$ cat src/sv/spatiotemporal_flux_smooth_defines.svh
// Assertion macros for the flux smoothing RTL.
// No dependencies; included by fsmooth_divide, which carries the checks.
`ifndef SPATIOTEMPORAL_FLUX_SMOOTH_DEFINES_SVH
`define SPATIOTEMPORAL_FLUX_SMOOTH_DEFINES_SVH

// Same-cycle implication, disabled in reset.
`define FS_ASSERT_IMP(lbl, clk, rst, ante, cons, msg) \
   lbl: assert property (@(posedge clk) disable iff (rst) (ante) |-> (cons)) \
      else $error(msg);

// Next-cycle implication, disabled in reset.
`define FS_ASSERT_NXT(lbl, clk, rst, ante, cons, msg) \
   lbl: assert property (@(posedge clk) disable iff (rst) (ante) |=> (cons)) \
      else $error(msg);

`endif

$ cat src/sv/fsmooth_pkg.sv
// Package for the flux smoothing block: widths, CSR codes, stage types, divide table.
// No dependencies.
package fsmooth_pkg;

   localparam int PIXEL_BITS = 8;
   localparam int NUM_NB     = 10;              // prev, next, eight spatial
   localparam int NUM_TEMP   = 2;
   localparam int CNT_W      = 4;               // count 1..11
   localparam int SUM_W      = PIXEL_BITS + CNT_W;
   localparam int NUM_W      = SUM_W + 1;       // 2*sum + count
   localparam int DIV_W      = CNT_W + 1;       // 2*count
   localparam int RECIP_SHIFT = NUM_W + 1;
   localparam int RECIP_W    = RECIP_SHIFT;
   localparam int PROD_W     = NUM_W + RECIP_W;
   localparam int QUO_W      = PROD_W - RECIP_SHIFT;
   localparam int THR_W      = 8;
   localparam int CSR_IDX_W  = 2;
   localparam int CSR_DATA_W = 8;
   localparam int DIV_MIN    = 2;
   localparam int DIV_MAX    = 2 * (NUM_NB + 1);

   localparam logic [PIXEL_BITS-1:0] PIX_MAX = {PIXEL_BITS{1'b1}};

   typedef enum logic [CSR_IDX_W-1:0] {
      CSR_TEMP_LIMIT     = 2'd0,
      CSR_SPACE_LIMIT    = 2'd1,
      CSR_SPATIAL_ENABLE = 2'd2
   } csr_index_type;

   // floor(2^RECIP_SHIFT / (2*count)), indexed by count
   localparam logic [RECIP_W-1:0] RECIP_TABLE [2**CNT_W] = '{
      RECIP_W'(0),
      RECIP_W'((2**RECIP_SHIFT) / 2),
      RECIP_W'((2**RECIP_SHIFT) / 4),
      RECIP_W'((2**RECIP_SHIFT) / 6),
      RECIP_W'((2**RECIP_SHIFT) / 8),
      RECIP_W'((2**RECIP_SHIFT) / 10),
      RECIP_W'((2**RECIP_SHIFT) / 12),
      RECIP_W'((2**RECIP_SHIFT) / 14),
      RECIP_W'((2**RECIP_SHIFT) / 16),
      RECIP_W'((2**RECIP_SHIFT) / 18),
      RECIP_W'((2**RECIP_SHIFT) / 20),
      RECIP_W'((2**RECIP_SHIFT) / 22),
      RECIP_W'(0),
      RECIP_W'(0),
      RECIP_W'(0),
      RECIP_W'(0)
   };

   typedef struct packed {
      logic [THR_W-1:0] temp_limit;
      logic [THR_W-1:0] space_limit;
      logic             spatial_enable;
   } cfg_type;

   typedef struct packed {
      logic                                valid;
      logic                                smooth;
      logic [PIXEL_BITS-1:0]               center;
      logic [NUM_NB-1:0]                   incl;
      logic [NUM_NB-1:0][PIXEL_BITS-1:0]   term;   // zero when not included
   } cmp_stage_type;

   typedef struct packed {
      logic                  valid;
      logic                  smooth;
      logic [PIXEL_BITS-1:0] center;
      logic [SUM_W-1:0]      sum;
      logic [CNT_W-1:0]      cnt;
   } sum_stage_type;

endpackage

$ cat src/sv/fsmooth_ifs.sv
// Valid/ready channel interfaces for request and response words.
// Depends on fsmooth_pkg.
interface fsmooth_req_if;
   import fsmooth_pkg::*;
   logic                  valid;
   logic                  ready;
   logic [PIXEL_BITS-1:0] center_pixel;
   logic [PIXEL_BITS-1:0] prev_frame_pixel;
   logic [PIXEL_BITS-1:0] next_frame_pixel;
   logic [PIXEL_BITS-1:0] up_left_pixel;
   logic [PIXEL_BITS-1:0] up_pixel;
   logic [PIXEL_BITS-1:0] up_right_pixel;
   logic [PIXEL_BITS-1:0] left_pixel;
   logic [PIXEL_BITS-1:0] right_pixel;
   logic [PIXEL_BITS-1:0] down_left_pixel;
   logic [PIXEL_BITS-1:0] down_pixel;
   logic [PIXEL_BITS-1:0] down_right_pixel;
   logic                  edge_bypass;

   modport source (output valid, center_pixel, prev_frame_pixel, next_frame_pixel,
                   up_left_pixel, up_pixel, up_right_pixel, left_pixel, right_pixel,
                   down_left_pixel, down_pixel, down_right_pixel, edge_bypass,
                   input ready);
   modport sink   (input valid, center_pixel, prev_frame_pixel, next_frame_pixel,
                   up_left_pixel, up_pixel, up_right_pixel, left_pixel, right_pixel,
                   down_left_pixel, down_pixel, down_right_pixel, edge_bypass,
                   output ready);
endinterface

interface fsmooth_rsp_if;
   import fsmooth_pkg::*;
   logic                  valid;
   logic                  ready;
   logic [PIXEL_BITS-1:0] smoothed_pixel;

   modport source (output valid, smoothed_pixel, input ready);
   modport sink   (input valid, smoothed_pixel, output ready);
endinterface

$ cat src/sv/spatiotemporal_flux_smooth.sv
// Top level of the spatio-temporal flux smoother: CSRs, stall control, stage chain.
// Depends on fsmooth_pkg, fsmooth_ifs, fsmooth_compare, fsmooth_sum, fsmooth_divide.
//
//   channel  | dir | handshake              | payload
//   ---------+-----+------------------------+----------------------------------------
//   req_port | in  | valid/ready            | center, prev/next frame, 8 nbrs, edge
//   rsp_port | out | valid/ready            | smoothed_pixel
//   csr_*    | in  | csr_write_enable only  | csr_index, csr_write_data
//
// One word per cycle while the response is not stalled, through four register
// stages in order (compare, adder tree, reciprocal multiply, correction/output
// register); rsp_port.valid rises once the word reaches the output register.
// Synchronous active-high reset clears the stage valid bits and loads the
// thresholds to 7 and spatial enable to 1.
// A stalled response freezes all four stages together; req_port.ready is
// low only while the output word waits, so nothing is dropped or repeated.
module spatiotemporal_flux_smooth (
   input  logic                               clock,
   input  logic                               reset,
   fsmooth_req_if.sink                        req_port,
   fsmooth_rsp_if.source                      rsp_port,
   input  logic                               csr_write_enable,
   input  logic [fsmooth_pkg::CSR_IDX_W-1:0]  csr_index,
   input  logic [fsmooth_pkg::CSR_DATA_W-1:0] csr_write_data
);
   import fsmooth_pkg::*;

   cfg_type       cfg_ff, cfg_in;
   logic          adv;
   cmp_stage_type p1;
   sum_stage_type p2;

   // pipe moves whenever the output slot is free or being drained
   assign adv            = !rsp_port.valid || rsp_port.ready;
   assign req_port.ready = adv;

   always_comb begin
      cfg_in = cfg_ff;
      if (csr_write_enable) begin
         unique case (csr_index_type'(csr_index))
            CSR_TEMP_LIMIT:     cfg_in.temp_limit     = csr_write_data[THR_W-1:0];
            CSR_SPACE_LIMIT:    cfg_in.space_limit    = csr_write_data[THR_W-1:0];
            CSR_SPATIAL_ENABLE: cfg_in.spatial_enable = csr_write_data[0];
            default:            cfg_in = cfg_ff;   // unmapped index: ignored
         endcase
      end
   end

   always_ff @(posedge clock) begin
      if (reset) begin
         cfg_ff.temp_limit     <= THR_W'(7);
         cfg_ff.space_limit    <= THR_W'(7);
         cfg_ff.spatial_enable <= 1'b1;
      end else begin
         cfg_ff <= cfg_in;
      end
   end

   fsmooth_compare u_compare (
      .clock    (clock),
      .reset    (reset),
      .adv      (adv),
      .cfg      (cfg_ff),
      .req_port (req_port),
      .p1       (p1)
   );

   fsmooth_sum u_sum (
      .clock (clock),
      .reset (reset),
      .adv   (adv),
      .p1    (p1),
      .p2    (p2)
   );

   fsmooth_divide u_divide (
      .clock    (clock),
      .reset    (reset),
      .adv      (adv),
      .p2       (p2),
      .rsp_port (rsp_port)
   );

endmodule

$ cat src/sv/fsmooth_compare.sv
// Stage 1: extremum test and per-neighbor threshold compare.
// Depends on fsmooth_pkg and fsmooth_ifs.
module fsmooth_compare (
   input  logic                 clock,
   input  logic                 reset,
   input  logic                 adv,
   input  fsmooth_pkg::cfg_type cfg,
   fsmooth_req_if.sink          req_port,
   output fsmooth_pkg::cmp_stage_type p1
);
   import fsmooth_pkg::*;

   logic [NUM_NB-1:0][PIXEL_BITS-1:0] nb;
   logic [PIXEL_BITS-1:0]             ctr;
   logic [PIXEL_BITS-1:0]             diff [NUM_NB];
   logic [NUM_NB-1:0]                 incl;
   cmp_stage_type                     p1_ff, p1_in;

   always_comb begin
      ctr   = req_port.center_pixel;
      nb[0] = req_port.prev_frame_pixel;
      nb[1] = req_port.next_frame_pixel;
      nb[2] = req_port.up_left_pixel;
      nb[3] = req_port.up_pixel;
      nb[4] = req_port.up_right_pixel;
      nb[5] = req_port.left_pixel;
      nb[6] = req_port.right_pixel;
      nb[7] = req_port.down_left_pixel;
      nb[8] = req_port.down_pixel;
      nb[9] = req_port.down_right_pixel;
   end

   always_comb begin
      for (int i = 0; i < NUM_NB; i++) begin
         diff[i] = (nb[i] > ctr) ? (nb[i] - ctr) : (ctr - nb[i]);
         if (i < NUM_TEMP) begin
            incl[i] = ({{(THR_W){1'b0}}, diff[i]} <=
                       {{(PIXEL_BITS){1'b0}}, cfg.temp_limit});
         end else begin
            incl[i] = cfg.spatial_enable &&
                      ({{(THR_W){1'b0}}, diff[i]} <=
                       {{(PIXEL_BITS){1'b0}}, cfg.space_limit});
         end
      end
   end

   always_comb begin
      p1_in.valid  = req_port.valid;
      p1_in.center = ctr;
      p1_in.incl   = incl;
      p1_in.smooth = !req_port.edge_bypass &&
                     (((nb[0] < ctr) && (nb[1] < ctr)) ||
                      ((nb[0] > ctr) && (nb[1] > ctr)));
      for (int i = 0; i < NUM_NB; i++) begin
         p1_in.term[i] = incl[i] ? nb[i] : '0;
      end
   end

   always_ff @(posedge clock) begin
      if (reset) begin
         p1_ff.valid <= 1'b0;
      end else if (adv) begin
         p1_ff.valid <= p1_in.valid;
      end
      if (adv) begin
         p1_ff.smooth <= p1_in.smooth;
         p1_ff.center <= p1_in.center;
         p1_ff.incl   <= p1_in.incl;
         p1_ff.term   <= p1_in.term;
      end
   end

   assign p1 = p1_ff;

endmodule

$ cat src/sv/fsmooth_sum.sv
// Stage 2: adder tree over the included terms plus center, and the count.
// Depends on fsmooth_pkg.
module fsmooth_sum (
   input  logic                       clock,
   input  logic                       reset,
   input  logic                       adv,
   input  fsmooth_pkg::cmp_stage_type p1,
   output fsmooth_pkg::sum_stage_type p2
);
   import fsmooth_pkg::*;

   logic [SUM_W-1:0] t [NUM_NB];
   logic [SUM_W-1:0] pair [NUM_NB/2];
   sum_stage_type    p2_ff, p2_in;

   always_comb begin
      for (int i = 0; i < NUM_NB; i++) begin
         t[i] = {{(SUM_W-PIXEL_BITS){1'b0}}, p1.term[i]};
      end
      for (int i = 0; i < NUM_NB/2; i++) begin
         pair[i] = t[2*i] + t[2*i+1];
      end
   end

   always_comb begin
      p2_in.valid  = p1.valid;
      p2_in.smooth = p1.smooth;
      p2_in.center = p1.center;
      p2_in.sum    = ((pair[0] + pair[1]) + (pair[2] + pair[3])) +
                     (pair[4] + {{(SUM_W-PIXEL_BITS){1'b0}}, p1.center});
      p2_in.cnt    = CNT_W'($countones(p1.incl)) + CNT_W'(1);
   end

   always_ff @(posedge clock) begin
      if (reset) begin
         p2_ff.valid <= 1'b0;
      end else if (adv) begin
         p2_ff.valid <= p2_in.valid;
      end
      if (adv) begin
         p2_ff.smooth <= p2_in.smooth;
         p2_ff.center <= p2_in.center;
         p2_ff.sum    <= p2_in.sum;
         p2_ff.cnt    <= p2_in.cnt;
      end
   end

   assign p2 = p2_ff;

endmodule

$ cat src/sv/fsmooth_divide.sv
// Stages 3-4: rounded divide by reciprocal multiply, one-step correction, output register.
// Depends on fsmooth_pkg, fsmooth_ifs and the defines header.
`include "spatiotemporal_flux_smooth_defines.svh"

module fsmooth_divide (
   input  logic                       clock,
   input  logic                       reset,
   input  logic                       adv,
   input  fsmooth_pkg::sum_stage_type p2,
   fsmooth_rsp_if.source              rsp_port
);
   import fsmooth_pkg::*;

   // stage 3
   logic                  p3_valid_ff;
   logic                  p3_smooth_ff, p3_smooth_in;
   logic [PIXEL_BITS-1:0] p3_center_ff;
   logic [NUM_W-1:0]      p3_num_ff, p3_num_in;
   logic [DIV_W-1:0]      p3_div_ff, p3_div_in;
   logic [PROD_W-1:0]     p3_prod_ff, p3_prod_in;

   // stage 4 (output)
   logic [QUO_W-1:0]      quo0;
   logic [NUM_W-1:0]      rem;
   logic [QUO_W-1:0]      quo;
   logic                  out_valid_ff;
   logic [PIXEL_BITS-1:0] out_pixel_ff, out_pixel_in;

   always_comb begin
      p3_smooth_in = p2.smooth;
      p3_num_in    = {p2.sum, 1'b0} + {{(NUM_W-CNT_W){1'b0}}, p2.cnt};
      p3_div_in    = {p2.cnt, 1'b0};
      p3_prod_in   = {{(RECIP_W){1'b0}}, p3_num_in} *
                     {{(NUM_W){1'b0}}, RECIP_TABLE[p2.cnt]};
   end

   always_ff @(posedge clock) begin
      if (reset) begin
         p3_valid_ff  <= 1'b0;
         out_valid_ff <= 1'b0;
      end else if (adv) begin
         p3_valid_ff  <= p2.valid;
         out_valid_ff <= p3_valid_ff;
      end
   end

   always_ff @(posedge clock) begin
      if (adv) begin
         p3_smooth_ff <= p3_smooth_in;
         p3_center_ff <= p2.center;
         p3_num_ff    <= p3_num_in;
         p3_div_ff    <= p3_div_in;
         p3_prod_ff   <= p3_prod_in;
         out_pixel_ff <= out_pixel_in;
      end
   end

   // estimate is low by at most one
   always_comb begin
      quo0 = p3_prod_ff[PROD_W-1:RECIP_SHIFT];
      rem  = p3_num_ff - NUM_W'(quo0 * {{(QUO_W-DIV_W){1'b0}}, p3_div_ff});
      quo  = (rem >= {{(NUM_W-DIV_W){1'b0}}, p3_div_ff}) ? quo0 + QUO_W'(1) : quo0;
      if (!p3_smooth_ff) begin
         out_pixel_in = p3_center_ff;
      end else if (quo > {{(QUO_W-PIXEL_BITS){1'b0}}, PIX_MAX}) begin
         out_pixel_in = PIX_MAX;
      end else begin
         out_pixel_in = quo[PIXEL_BITS-1:0];
      end
   end

   assign rsp_port.valid          = out_valid_ff;
   assign rsp_port.smoothed_pixel = out_pixel_ff;

   `FS_ASSERT_IMP(a_div_range, clock, reset, p3_valid_ff && p3_smooth_ff, (p3_div_ff >= DIV_W'(DIV_MIN)) && (p3_div_ff <= DIV_W'(DIV_MAX)), "divisor out of range")
   `FS_ASSERT_IMP(a_rem_bound, clock, reset, p3_valid_ff && p3_smooth_ff, ({1'b0, rem} < ({1'b0, {{(NUM_W-DIV_W){1'b0}}, p3_div_ff}} << 1)), "reciprocal estimate off by more than one")
   `FS_ASSERT_NXT(a_passthru, clock, reset, adv && p3_valid_ff && !p3_smooth_ff, out_pixel_ff == $past(p3_center_ff), "bypass word lost its center")

endmodule

$ cat src/flat_wrapper.sv
// flat-port wrapper written by rule: the top's interface ports become plain ports
module spatiotemporal_flux_smooth_flat import fsmooth_pkg::*;
  (clock, reset, csr_write_enable, csr_index, csr_write_data, req_port_valid, req_port_center_pixel, req_port_prev_frame_pixel, req_port_next_frame_pixel, req_port_up_left_pixel, req_port_up_pixel, req_port_up_right_pixel, req_port_left_pixel, req_port_right_pixel, req_port_down_left_pixel, req_port_down_pixel, req_port_down_right_pixel, req_port_edge_bypass, req_port_ready, rsp_port_valid, rsp_port_smoothed_pixel, rsp_port_ready);
  fsmooth_req_if req_port_i ();
  fsmooth_rsp_if rsp_port_i ();
  input  logic clock;
  input  logic reset;
  input  logic csr_write_enable;
  input  logic [fsmooth_pkg::CSR_IDX_W-1:0] csr_index;
  input  logic [fsmooth_pkg::CSR_DATA_W-1:0] csr_write_data;
  input wire logic [$bits(req_port_i.valid)-1:0] req_port_valid;
  input wire logic [$bits(req_port_i.center_pixel)-1:0] req_port_center_pixel;
  input wire logic [$bits(req_port_i.prev_frame_pixel)-1:0] req_port_prev_frame_pixel;
  input wire logic [$bits(req_port_i.next_frame_pixel)-1:0] req_port_next_frame_pixel;
  input wire logic [$bits(req_port_i.up_left_pixel)-1:0] req_port_up_left_pixel;
  input wire logic [$bits(req_port_i.up_pixel)-1:0] req_port_up_pixel;
  input wire logic [$bits(req_port_i.up_right_pixel)-1:0] req_port_up_right_pixel;
  input wire logic [$bits(req_port_i.left_pixel)-1:0] req_port_left_pixel;
  input wire logic [$bits(req_port_i.right_pixel)-1:0] req_port_right_pixel;
  input wire logic [$bits(req_port_i.down_left_pixel)-1:0] req_port_down_left_pixel;
  input wire logic [$bits(req_port_i.down_pixel)-1:0] req_port_down_pixel;
  input wire logic [$bits(req_port_i.down_right_pixel)-1:0] req_port_down_right_pixel;
  input wire logic [$bits(req_port_i.edge_bypass)-1:0] req_port_edge_bypass;
  output wire logic [$bits(req_port_i.ready)-1:0] req_port_ready;
  output wire logic [$bits(rsp_port_i.valid)-1:0] rsp_port_valid;
  output wire logic [$bits(rsp_port_i.smoothed_pixel)-1:0] rsp_port_smoothed_pixel;
  input wire logic [$bits(rsp_port_i.ready)-1:0] rsp_port_ready;
  assign req_port_i.valid = req_port_valid;
  assign req_port_i.center_pixel = req_port_center_pixel;
  assign req_port_i.prev_frame_pixel = req_port_prev_frame_pixel;
  assign req_port_i.next_frame_pixel = req_port_next_frame_pixel;
  assign req_port_i.up_left_pixel = req_port_up_left_pixel;
  assign req_port_i.up_pixel = req_port_up_pixel;
  assign req_port_i.up_right_pixel = req_port_up_right_pixel;
  assign req_port_i.left_pixel = req_port_left_pixel;
  assign req_port_i.right_pixel = req_port_right_pixel;
  assign req_port_i.down_left_pixel = req_port_down_left_pixel;
  assign req_port_i.down_pixel = req_port_down_pixel;
  assign req_port_i.down_right_pixel = req_port_down_right_pixel;
  assign req_port_i.edge_bypass = req_port_edge_bypass;
  assign req_port_ready = req_port_i.ready;
  assign rsp_port_valid = rsp_port_i.valid;
  assign rsp_port_smoothed_pixel = rsp_port_i.smoothed_pixel;
  assign rsp_port_i.ready = rsp_port_ready;
  spatiotemporal_flux_smooth u_core (.clock(clock), .reset(reset), .req_port(req_port_i), .rsp_port(rsp_port_i), .csr_write_enable(csr_write_enable), .csr_index(csr_index), .csr_write_data(csr_write_data));
endmodule
$ cat config.mk
export PLATFORM = sky130hd
export DESIGN_NAME = spatiotemporal_flux_smooth_flat
export DESIGN_NICKNAME = d
export VERILOG_FILES = /design/src/sv/fsmooth_pkg.sv /design/src/sv/fsmooth_ifs.sv /design/src/sv/spatiotemporal_flux_smooth.sv /design/src/sv/fsmooth_compare.sv /design/src/sv/fsmooth_sum.sv /design/src/sv/fsmooth_divide.sv /design/src/flat_wrapper.sv
export VERILOG_INCLUDE_DIRS = /design/src /design/src/sv
export SDC_FILE = /design/constraint.sdc
export NUM_CORES = 1
export LEC_CHECK = 0
export ABC_AREA = 1
export BUFFER_PORTS_ARGS = -buffer_cell sky130_fd_sc_hd__clkbuf_2
export CAP_MARGIN = 40
export CORE_MARGIN = 3
export CORE_UTILIZATION = 45
export CTS_BUF_LIST = sky130_fd_sc_hd__clkbuf_8
export DETAILED_ROUTE_END_ITERATION = 6
export PLACE_DENSITY = 0.62
export SYNTH_ARGS = -nofsm -noshare
export SYNTH_HDL_FRONTEND = slang
export SYNTH_SLANG_ARGS = --single-unit
$ cat constraint.sdc
create_clock -name clock -period 6.8 [get_ports clock]
set_input_delay 1.36 -clock clock [delete_from_list [all_inputs] [get_ports clock]]
set_output_delay 1.36 -clock clock [all_outputs]
set_load 0.1 [all_outputs]
==> results of run 1 <==
==> sequential cells by signal (all words and copies together) (netlist names) <==
register and count:
u_core.cfg_ff 17, u_core.u_divide.p3_center_ff 8, u_core.u_divide.rsp_port.valid 1, u_core.u_divide.p3_valid_ff 1
u_core.u_divide.rsp_port.smoothed_pixel 8, u_core.u_compare.p1 100, u_core.u_divide.p3_smooth_ff 1, u_core.u_sum.p2 26
u_core.u_divide.p3_div_ff 3, u_core.u_divide.p3_num_ff 13, u_core.u_divide.p3_prod_ff 13
==> per-stage QoR <==
stage	hold slack, ns	cells
5_1_grt	0.4373	3949
6_report	0.4260	3949
2_1_floorplan	0.4003	3050
3_3_place_gp	0.4078	3913
4_1_cts	0.4251	3945
3_5_place_dp	0.4045	3913
==> critical path: stages (launching register included) <==
cell and delay [ns]:
sky130_fd_sc_hd__edfxtp_1 0.41, sky130_fd_sc_hd__ha_1 0.25, sky130_fd_sc_hd__fa_1 0.41, sky130_fd_sc_hd__nand3_1 0.13, sky130_fd_sc_hd__nand2_1 0.08, sky130_fd_sc_hd__nand4_1 0.09, sky130_fd_sc_hd__and2_1 0.27, sky130_fd_sc_hd__clkinvlp_4 0.22
sky130_fd_sc_hd__buf_4 0.19, sky130_fd_sc_hd__buf_4 0.13, sky130_fd_sc_hd__nor2_1 0.14, sky130_fd_sc_hd__fa_1 0.41, sky130_fd_sc_hd__inv_1 0.09, sky130_fd_sc_hd__fa_1 0.42, sky130_fd_sc_hd__fa_1 0.41, sky130_fd_sc_hd__fa_1 0.49
sky130_fd_sc_hd__fa_1 0.49, sky130_fd_sc_hd__inv_1 0.04, sky130_fd_sc_hd__ha_1 0.40, sky130_fd_sc_hd__nand4_1 0.20, sky130_fd_sc_hd__inv_1 0.09, sky130_fd_sc_hd__nand2_1 0.06, sky130_fd_sc_hd__o311ai_2 0.30, sky130_fd_sc_hd__buf_4 0.19
sky130_fd_sc_hd__a21oi_1 0.09, sky130_fd_sc_hd__xnor2_1 0.13
==> worst paths after layout <==
| check | from | cells past startpoint | to |
|---|---|---|---|
| setup reg to reg | u_core.u_sum.p2[1] | 25 | u_core.u_divide.p3_prod_ff[25] |
| hold / removal | u_core.u_sum.p2[17] | 0 | u_core.u_divide.p3_center_ff[1] |
| setup / recovery | u_core.u_sum.p2[1] | 25 | u_core.u_divide.p3_prod_ff[25] |
| hold reg to reg | u_core.u_sum.p2[17] | 0 | u_core.u_divide.p3_center_ff[1] |
==> cell type report <==
class / instances / area (um2)
clock buffer: 17 / 234.0
clock inverter: 15 / 187.7
multi-input combinational: 2108 / 16990
timing repair buffer: 164 / 948.4
sequential: 191 / 5525
fill: 5397 / 27930
tap: 748 / 935.9
inverter: 706 / 2663
==> cells by family (layout without fill, tap and decap cells) <==
kind of cell | after synthesis | count (layout)
simple gates | 900 | 900
buf+inv | 751 | 902
fa+ha+maj | 600 | 600
compound gates | 452 | 452
flops | 191 | 191
xor+xnor | 125 | 125
mux | 31 | 31
==> metal layers <==
layer	wire (um)	up-vias	track usage
met2	35000	563	0.4233
met3	2965	126	0.02862
met1	30840	9825	0.3097
li1	-	9957	-
met5	0	-	0
met4	2151	0	0.07821
==> synthesized netlist by cell type, types with 9 or more instances <==
| master | n | area (um2) |
|---|---|---|
| sky130_fd_sc_hd__clkbuf_1 | 34 | 127.6 |
| sky130_fd_sc_hd__nand2_1 | 510 | 1914 |
| sky130_fd_sc_hd__xnor2_1 | 24 | 210.2 |
| sky130_fd_sc_hd__nor3_1 | 18 | 90.09 |
| sky130_fd_sc_hd__a21oi_1 | 224 | 1121 |
| sky130_fd_sc_hd__nor2_1 | 230 | 863.3 |
| sky130_fd_sc_hd__o21ai_0 | 123 | 615.6 |
| sky130_fd_sc_hd__fa_1 | 238 | 4765 |
| sky130_fd_sc_hd__nand3_1 | 64 | 320.3 |
| sky130_fd_sc_hd__o221ai_1 | 13 | 113.9 |
| sky130_fd_sc_hd__or2_2 | 9 | 56.30 |
| sky130_fd_sc_hd__mux2_2 | 21 | 236.5 |
| sky130_fd_sc_hd__inv_1 | 702 | 2635 |
| sky130_fd_sc_hd__ha_1 | 362 | 4529 |
| sky130_fd_sc_hd__edfxtp_1 | 170 | 5105 |
| sky130_fd_sc_hd__o21bai_1 | 17 | 127.6 |
| sky130_fd_sc_hd__dfxtp_1 | 21 | 420.4 |
| sky130_fd_sc_hd__nand4_1 | 44 | 275.3 |
| sky130_fd_sc_hd__xor2_1 | 101 | 884.6 |
| sky130_fd_sc_hd__mux2i_1 | 10 | 100.1 |
| sky130_fd_sc_hd__o211ai_1 | 24 | 180.2 |
==> what timing repair did <==
action | CTS | global route
resized for setup | 0 | 6
setup endpoints to repair | 0 | 5
buffers inserted | 0 | 4
==> impl_metrics.yaml, run 1 <==
status:
  outcome: "completed"
floorplanning:
  placementRows: 86
  initial_util: 0.4580
  width_of_the_die_um: 243.5
  dieHeight_um: 243.5
  dieArea_um2: 59280
  design.core.area_um2: 55420
  pin_count: 114
sta:
  relSlewSlack: 0.4245
  min_period_over_period: 0.9377
  maxSlewViolCount: 0
  worst_slew_pin_slew_ns: 0.8623
  maxClockFrequency_mhz: 156.8
  timing.final.hold_violations: 0
  setup_tns_ns: 0
  skew_ns: 0.02574
  setup_ws_ns: 0.4234
  rsz0062_at_grt: "false"
  timing.final.crit_period_ns: 6.377
  total_of_endpoints_with_negative_setup_slack_in_the_final_report: 0
placed_design:
  portBuffers: 113
  dp_hpwl_mm: 59.33
  gpl.final_weighted_congestion: 0.9698
  post-place-ws_ns: 0.1942
  dpl-instance-area_um2: 27010
yosys:
  synth_compound_area_frac: 0.1004
  avgSynthCellArea_um2: 8.321
  dominantRegCellSynth: "sky130_fd_sc_hd__edfxtp_1"
  sequential_element_share_of_the_synthesized_area: 0.2177
  mapped_cell_area_um2: 25380
  ys_seq_elements: 191
  largest_family_of_logic_cells_by_synthesized_area: "adder cells"
  ys_types: 54
  synth-async-reset-ratio: 0
  ys.warnings.count: 0
  post_synth_fa_ha_maj_area_fraction: 0.3662
  synth_xor_area_frac: 0.04314
  synth_edf_count: 170
  synthesis.nets: 3754
  syn-instance-count: 3050
  synth.mux.area_fraction: 0.01326
  synth-simple-area-share: 0.1457
drt:
  drt_iter0_drc: 1129
  antenna_left: 0
  num_vias: 20470
  route.detailed.wl_per_inst_um: 17.97
  route.final.wire_length_mm: 70.96
  routed_via_density: 5.184
  first_pass_iters: 5
  detailed_route_drc_error_count: 0
grt:
  grt_usage: 0.2411
  pin_count_of_the_biggest_net_entering_global_routing: 65
  grt_first_pass_wirelength_mm: 111.1
  first_global_vias: 20760
  global_route.overflow_total: 0
  number_of_antenna_violations_at_the_first_check_in_global_routing: 1
cts:
  cts_hold_buf: 0
  cts.htree.levels: 4
  cts_inserted_buffers: 17
  clock_path_buffers: 2
  insertion_delay_ns: 0.56
  clkSlewWorstSetupHoldPaths_ns: 0.12
  cts_sinks: 191
  clock-root-buffer: "sky130_fd_sc_hd__clkbuf_8"
  tritoncts: "built"
critical_path:
  path_class: "reg2reg"
  ff2ff_setup_slack_ns: 0.42
  crit_required_ns: 7.10
  cp-end-kind: "flop"
  cp_max_fo: 6
  worstPathArrival_ns: 6.68
  worst_setup_path_start_kind: "flop"
layout:
  final_nets: 3892
  drive_gt1_frac: 0.08122
  layout.core_utilization: 0.4959
  diodes: 0
  final_common_cell: "sky130_fd_sc_hd__inv_1"
  area_grow_syn2layout_pct: 8.283
  final_area_um2: 27480
  most-common-layout-cells: "sky130_fd_sc_hd__inv_1, sky130_fd_sc_hd__nand2_1, sky130_fd_sc_hd__ha_1, sky130_fd_sc_hd__fa_1, sky130_fd_sc_hd__nor2_1"
worst_hold_path:
  hp-class: "reg2reg"
job:
  max_cap_violations: 0
Power of run 1 is not shown: default switching activity piles up to over one toggle a cycle in this logic, so the estimate is an artifact.
==> run 2: changes to the inputs <==
CELL_PAD_IN_SITES_DETAIL_PLACEMENT = 1   (was not set)
CELL_PAD_IN_SITES_GLOBAL_PLACEMENT = 2   (was not set)
CORE_UTILIZATION = 43   (was 45)
PLACE_DENSITY = 0.9   (was 0.62)
clock period = 7.7 ns   (was 6.8 ns; I/O delays follow)
==> run 2 against run 1 <==
First-iteration DRC count increased by 5.4%. Register-to-register slack improved by 0.19 ns. Utilization decreased by 2.5 points. Non-clock buffer count decreased by 28. Clock skew increased by 0.0028 ns. Count of clock-buffer cells in the layout unchanged. Sequential share of layout area increased by 0.13 points. Highest routed layer unchanged.
==> impl_metrics.yaml, run 2 (synthesized netlist as in run 1, its figures left out) <==
drt:
  num_vias: 20980
  detailed_route_drc_error_count: 0
  antenna_left: 0
  route.detailed.wl_per_inst_um: 20.67
  routed_via_density: 5.329
  drt_iter0_drc: 1190
  route.final.wire_length_mm: 81.40
  first_pass_iters: 5
worst_hold_path:
  hp-class: "reg2reg"
  holdPathStages: 0
  holdCritStartpoint: "u_core.u_sum.p2[17]"
grt:
  global_route.overflow_total: 0
  grt_usage: 0.2639
  pin_count_of_the_biggest_net_entering_global_routing: 76
  first_global_vias: 23350
  number_of_antenna_violations_at_the_first_check_in_global_routing: 1
  grt_first_pass_wirelength_mm: 127.7
cts:
  clock-root-buffer: "sky130_fd_sc_hd__clkbuf_8"
  tritoncts: "built"
  resized_after_cts: 0
  cts_sinks: 191
  clkSlewWorstSetupHoldPaths_ns: 0.12
  cts_hold_buf: 0
  cts_inserted_buffers: 17
  cts.htree.levels: 4
  clock_path_buffers: 2
  insertion_delay_ns: 0.57
  cts_setup_buffers: 0
sta:
  rsz0062_at_grt: "false"
  timing.final.crit_period_ns: 7.091
  skew_ns: 0.02853
  timing.final.hold_violations: 0
  total_of_endpoints_with_negative_setup_slack_in_the_final_report: 0
  worst_slew_pin_slew_ns: 0.8669
  relSlewSlack: 0.4214
  setup_tns_ns: 0
  maxSlewViolCount: 0
  min_period_over_period: 0.9209
  maxClockFrequency_mhz: 141.0
floorplanning:
  dieArea_um2: 61970
  pin_count: 114
  initial_util: 0.4374
  design.core.area_um2: 58030
  dieHeight_um: 248.9
  placementRows: 88
  width_of_the_die_um: 248.9
layout:
  multi_input_comb_area_um2: 16970
  area_grow_syn2layout_pct: 7.587
  diodes: 0
  most-common-layout-cells: "sky130_fd_sc_hd__inv_1, sky130_fd_sc_hd__nand2_1, sky130_fd_sc_hd__ha_1, sky130_fd_sc_hd__fa_1, sky130_fd_sc_hd__nor2_1"
  final_area_um2: 27300
  largest_register_ffs: 100
  final_common_cell: "sky130_fd_sc_hd__inv_1"
  fill_cells: 7116
  final_nets: 3864
  drive_gt1_frac: 0.07154
  area_taken_by_flip_flops_and_latches_um2: 5525
critical_path:
  depth_of_the_worst_register_to_register_path: 26
  cp-end-kind: "flop"
  worstReg2RegStart: "u_core.u_sum.p2[3]"
  worstPathArrival_ns: 7.39
  path_class: "reg2reg"
  setup.worst_path.start: "u_core.u_sum.p2[3]"
  cp_max_fo: 15
  worst_setup_path_start_kind: "flop"
  crit_required_ns: 8.00
placed_design:
  dp_hpwl_mm: 68.07
  gpl.final_weighted_congestion: 0.9014
  dpl-instance-area_um2: 26910
  portBuffers: 113
status:
  outcome: "completed"
job:
  max_cap_violations: 0
## run 2: cell count changes in the layout (fill, tap and decap cells not counted), sizes merged
cell	delta
bufinv	-1
inv	+2
clkinvlp	-2
clkinv	+1
buf	-28
## run 2: worst paths after layout
kind | end | slack, ns
setup reg to reg | u_core.u_divide.p3_prod_ff[25] | 0.61
setup / recovery | u_core.u_divide.p3_prod_ff[25] | 0.61
hold reg to reg | u_core.u_divide.p3_center_ff[1] | 0.43
hold / removal | u_core.u_divide.p3_center_ff[1] | 0.43
## run 2: final cells by class
class                      instances  area share
clock buffer                      17    0.008569
inverter                         706     0.09724
clock inverter                    15    0.006003
multi-input combinational       2108      0.6215
timing repair buffer             136     0.02924
tap                              765     0.03505
sequential                       191      0.2024
## run 2: layer usage
layer | GRT usage | up-vias | routed length [um]
li1 | - | 9894 | -
met1 | 0.3193 | 10480 | 34340
met2 | 0.4807 | 462 | 41520
met3 | 0.02850 | 151 | 2593
met4 | 0.1019 | 0 | 2942
met5 | 0 | - | 0
## run 2: metrics by stage
stage / util / setup slack [ns] / std cells / hold slack [ns]
floorplan: - / 0.6491 / 3050 / 0.4003
global placement: 0.4622 / 0.9680 / 3902 / 0.4057
detailed placement: 0.4637 / 0.5907 / 3906 / 0.4152
CTS: 0.4706 / 0.5756 / 3938 / 0.4289
global route: 0.4706 / 0.09631 / 3938 / 0.4462
finish: 0.4706 / 0.6092 / 3938 / 0.4277
## run 2: critical path: stages (launching register included)
cell	delay (ns)
sky130_fd_sc_hd__edfxtp_1	0.58
sky130_fd_sc_hd__ha_1	0.45
sky130_fd_sc_hd__nand3_1	0.09
sky130_fd_sc_hd__and2_1	0.17
sky130_fd_sc_hd__inv_1	0.09
sky130_fd_sc_hd__nand4_1	0.13
sky130_fd_sc_hd__nor2_1	0.16
sky130_fd_sc_hd__inv_1	0.07
sky130_fd_sc_hd__o21ai_0	0.14
sky130_fd_sc_hd__nand2_1	0.12
sky130_fd_sc_hd__inv_1	0.39
sky130_fd_sc_hd__nand2_1	0.16
sky130_fd_sc_hd__fa_1	0.61
sky130_fd_sc_hd__fa_1	0.46
sky130_fd_sc_hd__fa_1	0.48
sky130_fd_sc_hd__fa_1	0.52
sky130_fd_sc_hd__inv_1	0.06
sky130_fd_sc_hd__fa_1	0.45
sky130_fd_sc_hd__ha_1	0.38
sky130_fd_sc_hd__nand2_1	0.09
sky130_fd_sc_hd__inv_1	0.10
sky130_fd_sc_hd__nand2_1	0.08
sky130_fd_sc_hd__nor3_1	0.21
sky130_fd_sc_hd__nand2_1	0.10
sky130_fd_sc_hd__o311ai_2	0.42
sky130_fd_sc_hd__a21oi_1	0.16
sky130_fd_sc_hd__xnor2_1	0.17
Power of run 2 is left out for the same reason.
